===== config.mk =====
export PLATFORM = sky130hd
export DESIGN_NAME = gated_timed_task_dispatcher_core
export DESIGN_NICKNAME = d
export VERILOG_FILES = /design/src/rtl/gttd_pkg.sv /design/src/rtl/gttd_ram.sv /design/src/rtl/gated_timed_task_dispatcher_core.sv
export SDC_FILE = /design/constraint.sdc
export NUM_CORES = 2
export LEC_CHECK = 0
export ABC_CLOCK_PERIOD_IN_PS = 5690
export BUFFER_PORTS_ARGS = -buffer_cell sky130_fd_sc_hd__buf_2
export CELL_PAD_IN_SITES_DETAIL_PLACEMENT = 2
export CELL_PAD_IN_SITES_GLOBAL_PLACEMENT = 2
export CORE_UTILIZATION = 42
export CTS_CLUSTER_SIZE = 24
export DETAILED_ROUTE_END_ITERATION = 12
export GPL_ROUTABILITY_DRIVEN = 0
export GPL_TIMING_DRIVEN = 0
export PLACE_DENSITY_LB_ADDON = 0.1
export SLEW_MARGIN = 20
export SYNTH_ARGS = -nofsm -noshare
export SYNTH_HDL_FRONTEND = slang
export SYNTH_SLANG_ARGS = --single-unit

===== constraint.sdc =====
create_clock -name clk -period 5.69 [get_ports clk]
set_clock_uncertainty 0.05 [all_clocks]
set_input_delay 1.138 -clock clk [delete_from_list [all_inputs] [get_ports clk]]
set_output_delay 1.138 -clock clk [all_outputs]
set_load 0.005 [all_outputs]

===== src/rtl/gttd_pkg.sv =====
// ----------------------------------------------------------------------------
// gttd_pkg : shared types and codes for the gated timed task dispatcher
// Command codes, sequencer states and fixed constants.
// ----------------------------------------------------------------------------
package gttd_pkg;

	typedef enum logic [2:0] {
		CMD_TICK      = 3'd0,
		CMD_ENQ_FAST  = 3'd1,
		CMD_DLY_FAST  = 3'd2,
		CMD_ENQ_GATED = 3'd3,
		CMD_DLY_GATED = 3'd4,
		CMD_MAP_LOAD  = 3'd5,
		CMD_CLEAR     = 3'd6,
		CMD_NOP       = 3'd7
	} cmd_t;

	typedef enum logic [3:0] {
		ST_IDLE,
		ST_UP_RD,
		ST_UP_CMP,
		ST_PR_RD,
		ST_PR_CHK,
		ST_DN_LD,
		ST_DN_CHK,
		ST_DN_L,
		ST_DN_R,
		ST_DN_CMP,
		ST_POP,
		ST_POP_RD,
		ST_EMIT0,
		ST_WAIT0,
		ST_EMIT1,
		ST_WAIT1
	} state_t;

	localparam logic [15:0] SETTLE_RESET = 16'd120;
	localparam logic [31:0] TICK_MAX     = 32'hFFFF_FFFF;

endpackage


===== src/rtl/gttd_ram.sv =====
// ----------------------------------------------------------------------------
// gttd_ram : generic single-write RAM with registered read
// One write port and one read port, read data registered and valid in the cycle after the address.
// ----------------------------------------------------------------------------
module gttd_ram #(
	parameter int WIDTH = 16,
	parameter int DEPTH = 16
) (
	input  logic                     clk,
	input  logic                     we,
	input  logic [$clog2(DEPTH)-1:0] waddr,
	input  logic [WIDTH-1:0]         wdata,
	input  logic [$clog2(DEPTH)-1:0] raddr,
	output logic [WIDTH-1:0]         rdata
);
	logic [WIDTH-1:0] mem [DEPTH];

	always_ff @(posedge clk) begin
		if (we) begin
			mem[waddr] <= wdata;
		end
		rdata <= mem[raddr];
	end
endmodule


===== src/rtl/gated_timed_task_dispatcher_core.sv =====
// ----------------------------------------------------------------------------
// gated_timed_task_dispatcher_core : two-lane timed task dispatcher
// FIFO plus min-heap per lane, a gated lane with map flag and settle counter.
// ----------------------------------------------------------------------------
// channel | direction | handshake           | payload
// in      | sink      | in_valid/in_stall   | cmd task_id delay_ticks world bits
// out     | source    | out_valid/out_stall | issued_id lane last overflow
// cfg     | sink      | cfg_we              | cfg_wdata (settle_threshold)
//
// Enqueue, map load, clear and unused codes complete in the idle state.
// A delayed enqueue sifts up the heap, one level per read and compare.
// A tick promotes at most one due root per lane into its FIFO, sifting
// that heap down, pops at most one id per lane, then emits the fast
// result before the gated one. One shared compare and one read port per
// store pace the sequencer.
// Reset: all stores empty by count, no clearing pass; map_ready set.
// Stalls: a result holds in the output register until out_stall drops; the
// sequencer waits there and accepts no new item meanwhile.
// ----------------------------------------------------------------------------
module gated_timed_task_dispatcher_core #(
	parameter int FIFO_DEPTH = 16,
	parameter int HEAP_DEPTH = 16,
	parameter int ID_BITS    = 16
) (
	input  logic               clk,
	input  logic               arst_n,
	input  logic               in_valid,
	output logic               in_stall,
	input  logic [2:0]         cmd,
	input  logic [ID_BITS-1:0] task_id,
	input  logic [19:0]        delay_ticks,
	input  logic               save_loaded,
	input  logic               in_transition,
	input  logic               map_present,
	output logic               out_valid,
	input  logic               out_stall,
	output logic [ID_BITS-1:0] issued_id,
	output logic               lane,
	output logic               last,
	output logic               overflow,
	input  logic               cfg_we,
	input  logic [15:0]        cfg_wdata
);
	import gttd_pkg::*;

	localparam int FA = $clog2(FIFO_DEPTH);
	localparam int HA = $clog2(HEAP_DEPTH);
	localparam int FC = $clog2(FIFO_DEPTH + 1);
	localparam int HC = $clog2(HEAP_DEPTH + 1);
	localparam int LW = HA + 2;
	localparam int HW = 32 + ID_BITS;

	state_t state_q, state_d;

	logic [31:0]   now_q;
	logic [15:0]   thr_q, settle_q;
	logic          map_q, ovf_q, settled_q;
	logic [FC-1:0] fcnt_q [2];
	logic [FA-1:0] hd_q [2], tl_q [2];
	logic [HC-1:0] hcnt_q [2];

	logic          ln_q;        // lane in service during a tick / insert
	logic [HA-1:0] hi_q;        // heap slot being sifted
	logic [HA-1:0] bi_q;        // slot of the earlier child
	logic [HW-1:0] cur_q;       // entry being sifted
	logic [HW-1:0] best_q;      // earlier child
	logic          fhas_q, ghas_q;
	logic [ID_BITS-1:0] fid_q, gid_q;

	// RAMs: one heap and one FIFO per lane
	logic          hwe [2];
	logic [HA-1:0] hwa [2], hra [2];
	logic [HW-1:0] hwd [2], hrd [2];
	logic          fwe [2];
	logic [FA-1:0] fwa [2], fra [2];
	logic [ID_BITS-1:0] fwd [2], frd [2];

	for (genvar g = 0; g < 2; g++) begin : g_lane
		gttd_ram #(.WIDTH(HW), .DEPTH(HEAP_DEPTH)) u_heap (
			.clk(clk), .we(hwe[g]), .waddr(hwa[g]), .wdata(hwd[g]),
			.raddr(hra[g]), .rdata(hrd[g]));
		gttd_ram #(.WIDTH(ID_BITS), .DEPTH(FIFO_DEPTH)) u_fifo (
			.clk(clk), .we(fwe[g]), .waddr(fwa[g]), .wdata(fwd[g]),
			.raddr(fra[g]), .rdata(frd[g]));
	end

	// ring pointer step
	function automatic logic [FA-1:0] fnext(input logic [FA-1:0] p);
		return (p == FA'(FIFO_DEPTH - 1)) ? '0 : p + 1'b1;
	endfunction

	// shared strict compare
	logic [31:0] ca, cb;
	logic        lt;
	assign lt = ca < cb;

	cmd_t cmd_in;
	logic in_g;     // lane addressed by an enqueue
	assign cmd_in = cmd_t'(cmd);
	assign in_g   = (cmd_in == CMD_ENQ_GATED) || (cmd_in == CMD_DLY_GATED);

	logic in_acc, out_acc;
	assign in_stall = (state_q != ST_IDLE);
	assign in_acc   = in_valid && !in_stall;
	assign out_acc  = out_valid && !out_stall;

	// saturating ready tick
	logic [32:0] rsum;
	logic [31:0] rdy;
	assign rsum = {1'b0, now_q} + {13'd0, delay_ticks};
	assign rdy  = rsum[32] ? TICK_MAX : rsum[31:0];

	logic [HC-1:0] hn;
	logic [FC-1:0] fn;
	logic [HW-1:0] hrd_l;
	logic [31:0]   hrd_rdy;
	assign hn      = hcnt_q[ln_q];
	assign fn      = fcnt_q[ln_q];
	assign hrd_l   = hrd[ln_q];
	assign hrd_rdy = hrd_l[HW-1:ID_BITS];

	logic [HA-1:0] par;
	logic [LW-1:0] lft, rgt, hn_w;
	logic          has_l, has_r;
	assign par   = (hi_q - 1'b1) >> 1;
	assign lft   = {1'b0, hi_q, 1'b1};
	assign rgt   = lft + 1'b1;
	assign hn_w  = LW'(hn);
	assign has_l = lft < hn_w;
	assign has_r = rgt < hn_w;

	logic enq_f, due, pop_go;
	assign enq_f  = in_acc && (cmd_in == CMD_ENQ_FAST || cmd_in == CMD_ENQ_GATED)
		&& (fcnt_q[in_g] < FC'(FIFO_DEPTH));
	// root due once the tick advanced, and room in the FIFO
	assign due    = (hn != '0) && !lt && (fn < FC'(FIFO_DEPTH));
	assign pop_go = (fn != '0) && settled_q && (!ln_q || (map_q && settle_q >= thr_q));

	// ------------------------------------------------------------------
	// next state
	// ------------------------------------------------------------------
	always_comb begin
		state_d = state_q;
		unique case (state_q)
			ST_IDLE: begin
				if (in_acc) begin
					unique case (cmd_in)
						CMD_DLY_FAST, CMD_DLY_GATED: begin
							if (hcnt_q[in_g] < HC'(HEAP_DEPTH))
								state_d = ST_UP_RD;
						end
						CMD_TICK: state_d = ST_PR_RD;
						default:  state_d = ST_IDLE;
					endcase
				end
			end
			ST_UP_RD:  state_d = (hi_q == '0) ? ST_IDLE : ST_UP_CMP;
			ST_UP_CMP: state_d = lt ? ST_UP_RD : ST_IDLE;
			ST_PR_RD:  state_d = ST_PR_CHK;
			ST_PR_CHK: state_d = due ? ST_DN_LD : ST_POP;
			ST_DN_LD:  state_d = ST_DN_CHK;
			ST_DN_CHK: state_d = has_l ? ST_DN_L : ST_POP;
			ST_DN_L:   state_d = has_r ? ST_DN_R : ST_DN_CMP;
			ST_DN_R:   state_d = ST_DN_CMP;
			ST_DN_CMP: state_d = lt ? ST_DN_CHK : ST_POP;
			ST_POP:    state_d = pop_go ? ST_POP_RD : (ln_q ? ST_EMIT0 : ST_PR_RD);
			ST_POP_RD: state_d = ln_q ? ST_EMIT0 : ST_PR_RD;
			ST_EMIT0:  state_d = fhas_q ? ST_WAIT0 : (ghas_q ? ST_WAIT1 : ST_IDLE);
			ST_WAIT0:  state_d = out_acc ? (ghas_q ? ST_EMIT1 : ST_IDLE) : ST_WAIT0;
			ST_EMIT1:  state_d = ST_WAIT1;
			ST_WAIT1:  state_d = out_acc ? ST_IDLE : ST_WAIT1;
			default:   state_d = ST_IDLE;
		endcase
	end

	// compare operand selection
	always_comb begin
		ca = cur_q[HW-1:ID_BITS];
		cb = hrd_rdy;
		unique case (state_q)
			ST_PR_CHK: begin
				ca = now_q;
				cb = hrd_rdy;
			end
			ST_DN_R: begin
				ca = hrd_rdy;
				cb = best_q[HW-1:ID_BITS];
			end
			ST_DN_CMP: begin
				ca = best_q[HW-1:ID_BITS];
				cb = cur_q[HW-1:ID_BITS];
			end
			default: ;
		endcase
	end

	// ------------------------------------------------------------------
	// RAM control
	// ------------------------------------------------------------------
	always_comb begin
		for (int l = 0; l < 2; l++) begin
			hwe[l] = 1'b0; hwa[l] = hi_q; hwd[l] = cur_q; hra[l] = '0;
			fwe[l] = 1'b0; fwa[l] = tl_q[l]; fwd[l] = task_id; fra[l] = hd_q[l];
		end
		unique case (state_q)
			ST_IDLE: if (enq_f) fwe[in_g] = 1'b1;
			ST_UP_RD: begin
				hra[ln_q] = par;
				if (hi_q == '0) hwe[ln_q] = 1'b1;
			end
			ST_UP_CMP: begin
				hwe[ln_q] = 1'b1;
				hwd[ln_q] = lt ? hrd_l : cur_q;
			end
			ST_PR_CHK: begin
				// last entry, moved to the root on removal
				hra[ln_q] = HA'(hn - 1'b1);
				if (due) begin
					fwe[ln_q] = 1'b1;
					fwd[ln_q] = hrd_l[ID_BITS-1:0];
				end
			end
			ST_DN_CHK: begin
				hra[ln_q] = HA'(lft);
				if (!has_l) hwe[ln_q] = 1'b1;
			end
			ST_DN_L: hra[ln_q] = HA'(rgt);
			ST_DN_CMP: begin
				hwe[ln_q] = 1'b1;
				hwd[ln_q] = lt ? best_q : cur_q;
			end
			default: ;
		endcase
	end

	// ------------------------------------------------------------------
	// registers
	// ------------------------------------------------------------------
	always_ff @(posedge clk or negedge arst_n) begin
		if (!arst_n) begin
			state_q   <= ST_IDLE;
			now_q     <= '0;
			thr_q     <= SETTLE_RESET;
			settle_q  <= '0;
			map_q     <= 1'b1;
			ovf_q     <= 1'b0;
			settled_q <= 1'b0;
			fcnt_q[0] <= '0; fcnt_q[1] <= '0;
			hcnt_q[0] <= '0; hcnt_q[1] <= '0;
			hd_q[0]   <= '0; hd_q[1]   <= '0;
			tl_q[0]   <= '0; tl_q[1]   <= '0;
			ln_q      <= 1'b0;
			hi_q      <= '0;
			bi_q      <= '0;
			cur_q     <= '0;
			best_q    <= '0;
			fhas_q    <= 1'b0;
			ghas_q    <= 1'b0;
			fid_q     <= '0;
			gid_q     <= '0;
			out_valid <= 1'b0;
			issued_id <= '0;
			lane      <= 1'b0;
			last      <= 1'b0;
			overflow  <= 1'b0;
		end else begin
			state_q <= state_d;
			if (cfg_we) thr_q <= cfg_wdata;
			unique case (state_q)
				ST_IDLE: if (in_acc) begin
					unique case (cmd_in)
						CMD_ENQ_FAST, CMD_ENQ_GATED: begin
							if (in_g) map_q <= 1'b0;
							if (fcnt_q[in_g] < FC'(FIFO_DEPTH)) begin
								fcnt_q[in_g] <= fcnt_q[in_g] + 1'b1;
								tl_q[in_g]   <= fnext(tl_q[in_g]);
							end else begin
								ovf_q <= 1'b1;
							end
						end
						CMD_DLY_FAST, CMD_DLY_GATED: begin
							if (in_g) map_q <= 1'b0;
							ln_q  <= in_g;
							cur_q <= {rdy, task_id};
							hi_q  <= HA'(hcnt_q[in_g]);
							if (hcnt_q[in_g] < HC'(HEAP_DEPTH))
								hcnt_q[in_g] <= hcnt_q[in_g] + 1'b1;
							else
								ovf_q <= 1'b1;
						end
						CMD_MAP_LOAD: map_q <= 1'b1;
						CMD_CLEAR: begin
							fcnt_q[0] <= '0; fcnt_q[1] <= '0;
							hcnt_q[0] <= '0; hcnt_q[1] <= '0;
							hd_q[0]   <= '0; hd_q[1]   <= '0;
							tl_q[0]   <= '0; tl_q[1]   <= '0;
							settle_q  <= '0;
						end
						CMD_TICK: begin
							if (now_q != TICK_MAX) now_q <= now_q + 1'b1;
							settled_q <= save_loaded && !in_transition && map_present;
							ln_q      <= 1'b0;
							fhas_q    <= 1'b0;
							ghas_q    <= 1'b0;
						end
						default: ;
					endcase
				end
				ST_UP_CMP: if (lt) hi_q <= par;
				ST_PR_CHK: begin
					if (due) begin
						fcnt_q[ln_q] <= fn + 1'b1;
						tl_q[ln_q]   <= fnext(tl_q[ln_q]);
						hcnt_q[ln_q] <= hn - 1'b1;
					end
				end
				ST_DN_LD: begin
					cur_q <= hrd_l;
					hi_q  <= '0;
				end
				ST_DN_L: begin
					best_q <= hrd_l;
					bi_q   <= HA'(lft);
				end
				ST_DN_R: begin
					if (lt) begin
						best_q <= hrd_l;
						bi_q   <= HA'(rgt);
					end
				end
				ST_DN_CMP: if (lt) hi_q <= bi_q;
				ST_POP: begin
					// settle counter runs only while gated work waits
					if (ln_q && fn != '0) begin
						if (!(settled_q && map_q)) settle_q <= '0;
						else if (settle_q < thr_q) settle_q <= settle_q + 1'b1;
					end
					if (pop_go) begin
						fcnt_q[ln_q] <= fn - 1'b1;
						hd_q[ln_q]   <= fnext(hd_q[ln_q]);
						if (ln_q) ghas_q <= 1'b1;
						else fhas_q <= 1'b1;
					end else if (!ln_q) begin
						ln_q <= 1'b1;
					end
				end
				ST_POP_RD: begin
					if (ln_q) begin
						gid_q <= frd[1];
					end else begin
						fid_q <= frd[0];
						ln_q  <= 1'b1;
					end
				end
				ST_EMIT0: begin
					if (fhas_q) begin
						out_valid <= 1'b1;
						issued_id <= fid_q;
						lane      <= 1'b0;
						last      <= !ghas_q;
						overflow  <= ovf_q;
					end else if (ghas_q) begin
						out_valid <= 1'b1;
						issued_id <= gid_q;
						lane      <= 1'b1;
						last      <= 1'b1;
						overflow  <= ovf_q;
					end
				end
				ST_WAIT0: if (out_acc) out_valid <= 1'b0;
				ST_EMIT1: begin
					out_valid <= 1'b1;
					issued_id <= gid_q;
					lane      <= 1'b1;
					last      <= 1'b1;
					overflow  <= ovf_q;
				end
				ST_WAIT1: if (out_acc) out_valid <= 1'b0;
				default: ;
			endcase
		end
	end

endmodule


==> impl_metrics.env <==
export IMPL_yosysMostFrequentCell="edfxtp_1"
export IMPL_synthFlopType="edfxtp_1"
export IMPL_syn_inst=7402
export IMPL_clock_sinks=2442
export IMPL_synthTopCellsByArea="edfxtp_1 60%, dfrtp_1 6.4%, nand2_1 5.2%"
export IMPL_grt_antenna_before_repair=24
export IMPL_critPathKind="flip-flop to flip-flop"
export IMPL_gr_usage_met1_pct=42.9
export IMPL_hp_class="primary input to asynchronous set/reset pin"
export IMPL_cp_start_kind="flip-flop"
export IMPL_overflow=0
export IMPL_ys_seq_area_share_pct=69.4
export IMPL_syn_mean_instance_area_um2=13.8
export IMPL_worstPathArrival_ps=6230
export IMPL_hold_buffers=0
export IMPL_core_region_area_mm2=0.241
export IMPL_r2r_cells=18
export IMPL_first_iter_violations=7126
export IMPL_fin_util_pct=50.0
export IMPL_dp_hpwl_um=274000
export IMPL_min_period_ps=5680
export IMPL_worst_pin_slew_ps=1250
export IMPL_crit_fanout=10
export IMPL_portBuffers=83
export IMPL_fin_nets=8136
export IMPL_drv_slew=0
export IMPL_post_place_cells=10777
export IMPL_synthesis_nets=7557
export IMPL_grt_busiest_layer="met2"
export IMPL_final_cells=11392
export IMPL_finalSetupViolCount=0
export IMPL_drive_above_1_share_pct=16.7
export IMPL_synth_cell_types=97
export IMPL_maxCapViolations=0
export IMPL_synth_edf_count=2048
export IMPL_place_area_mm2=0.109
export IMPL_num_vias=72455
export IMPL_area_growth_pct=18.2
export IMPL_synth_top_cell_area_share_pct=60.4
export IMPL_ant_nets=0
export IMPL_die_area_mm2=0.244
export IMPL_cts_buffers=286
export IMPL_ioPinCount=84
export IMPL_leakage_nw=41.5
export IMPL_ys_ff_latch=2442
export IMPL_hold_viol=0
export IMPL_die_w_um=494
export IMPL_clk_latency_ps=920
export IMPL_peakVddDrop_uv=415
export IMPL_dr_pass1_iters=6
export IMPL_wirelength_um=406000
export IMPL_fillCellCount=22537
export IMPL_grt_pass1_wl_um=579000
export IMPL_critPathCaptureType="flip-flop"
export IMPL_p_per_area_mw_per_mm2=580
export IMPL_grt_use_total_pct=33.0
export IMPL_fmax_ghz=0.176
export IMPL_status="complete, no violations"
export IMPL_grt_max_degree=86
export IMPL_cts_root_buf="clkbuf_16"
export IMPL_h_tree_depth=5
export IMPL_die_h_um=494
export IMPL_finalCritPeriodShare_pct=99.8
export IMPL_drc=0
export IMPL_synth_top_area_cell="edfxtp_1"
export IMPL_yosys_top_cells_count="2048 x edfxtp_1, 1407 x nand2_1, 371 x clkbuf_1, 261 x dfrtp_1, 240 x nand3_1"
export IMPL_crit_required_ps=6250
export IMPL_async_reset_ff_share_pct=10.9
export IMPL_design_area_mm2=0.120
export IMPL_wl_per_cell_um=35.7
export IMPL_vias_per_cell=6.36
export IMPL_reg2reg_slack_ps=10
export IMPL_start_util_pct=42.3
export IMPL_yosys_warnings=0
export IMPL_syn_cell_area_mm2=0.102
export IMPL_path_clk_slew_ps=60
export IMPL_grtUsageMet3_pct=4.95
export IMPL_clock_path_buffers=4
export IMPL_rows=180
export IMPL_grt_pass1_vias=78206
export IMPL_cts_tree="built"
export IMPL_grtUsageMet2_pct=55.0
export IMPL_slew_headroom_pct=16.4
==> cell families after synthesis <==
| group | Yosys count | share of synthesized area (%) |
|---|---|---|
| adders and majority gates | 92 | 1.14 |
| buffers and inverters | 562 | 2.24 |
| AOI/OAI and AO/OA | 1395 | 9.54 |
| muxes | 465 | 6.72 |
| xor gates and xnor gates | 80 | 0.688 |
| DFF | 2442 | 69.4 |
| and+or+nand+nor | 2366 | 10.2 |
==> layer usage <==
metal	vias up	share of wire, %
li1	29648	-
met2	3088	49
met5	-	0.018
met1	38875	41
met3	832	6.2
met4	12	4.6
==> path summary, 6_finish.rpt <==
kind | endpoint | start
max in group asynchronous | cur_q[28]$_DFFE_PN0P_ | arst_n
hold reg to reg | fid_q[12]$_DFFE_PN0P_ | g_lane[0].u_fifo.rdata[12]$_DFF_P_
hold / removal | thr_q[12]$_DFFE_PN0P_ | arst_n
min in group clk | settled_q$_DFFE_PN0P_ | in_transition
setup reg to reg | g_lane[1].u_fifo.mem[4][10]$_DFFE_PP_ | state_q[2]$_DFFE_PN0P_
setup / recovery | g_lane[1].u_fifo.mem[4][10]$_DFFE_PP_ | state_q[2]$_DFFE_PN0P_
==> final cells by class <==
type / instances / area (um^2) / area share [%]
tap: 3185 / 3990 / 3.31
multi-input combinational: 4398 / 30700 / 25.5
timing repair buffer: 293 / 3570 / 2.97
inverter: 46 / 173 / 0.143
clock inverter: 116 / 1120 / 0.934
clock buffer: 382 / 7730 / 6.42
sequential: 2442 / 70700 / 58.8
buffer: 514 / 2300 / 1.91
antenna: 16 / 40.0 / 0.0333
==> stage by stage <==
stage	setup slack, ps	hold WS [ps]	power (W)	TNS, ps
6_report	12.3	34.6	0.0698	0
5_1_grt	-29.1	25.2	0.0715	-606
4_1_cts	9.10	1.29	0.0690	0
2_1_floorplan	51.9	383	0.0370	0
3_5_place_dp	-3210	401	0.0489	-5298360
3_3_place_gp	-3700	396	0.0465	-7362750
==> worst max-delay path, cell delays in order, from the launching register on <==
cell,delay (ps)
dfrtp_1,360
clkbuf_2,230
nand2b_2,370
nor2_2,330
buf_2,410
clkbuf_2,400
a222oi_1,120
nand2_1,100
ha_1,160
a21oi_1,90
o21ai_1,400
a211o_2,360
o21a_1,360
o211ai_4,270
o21ai_4,240
nand3b_1,410
nor3_4,290
buf_4,190
buf_4,210
==> report_power, final <==
part	internal [W]	leakage, nW	switching, W
Sequential	0.0238	22.9	0.00178
Clock	0.0104	4.33	0.00756
Combinational	0.00788	14.2	0.0183
Total	0.0422	41.5	0.0276
==> state kept, by name, indices dropped and copies added (netlist names), 4 cells and up <==
register and count:
fwa 8, g_lane.u_heap.mem 1536, hcnt_q 10, bi_q 4, best_q 48, g_lane.u_heap.rdata 96, g_lane.u_fifo.mem 512, fra 8
gid_q 16, thr_q 16, cur_q 48, now_q 32, fcnt_q 10, state_q 4, fid_q 16, settle_q 16
issued_id 16, hi_q 4, g_lane.u_fifo.rdata 32
==> layout by cell type (no fill, tap or decap), drive strengths merged, types with 33 or more instances in the layout <==
master / synthesis / final
a211oi: 152 / 152
a22oi: 90 / 90
a221oi: 61 / 61
buf: 143 / 432
o21ai: 187 / 187
dfrtp: 261 / 261
nor2: 168 / 168
clkinv: 0 / 84
a311oi: 98 / 98
clkbuf: 373 / 757
a2bb2oi: 55 / 55
mux2i: 155 / 155
a31oi: 224 / 224
mux4: 160 / 160
mux2: 150 / 150
edfxtp: 2048 / 2048
a222oi: 33 / 33
inv: 46 / 54
nand2: 1407 / 1407
o22ai: 84 / 84
and3: 193 / 193
nor3: 230 / 230
dfxtp: 128 / 128
xnor2: 53 / 53
nand3: 242 / 242
a21oi: 225 / 225
ha: 91 / 91
==> repair_timing <==
action,4_1_cts,5_1_grt
pin swaps,54,10
resized for setup,184,44
buffers inserted,93,10
setup endpoints to repair,2657,2274
(Power assumes the default switching activity.)
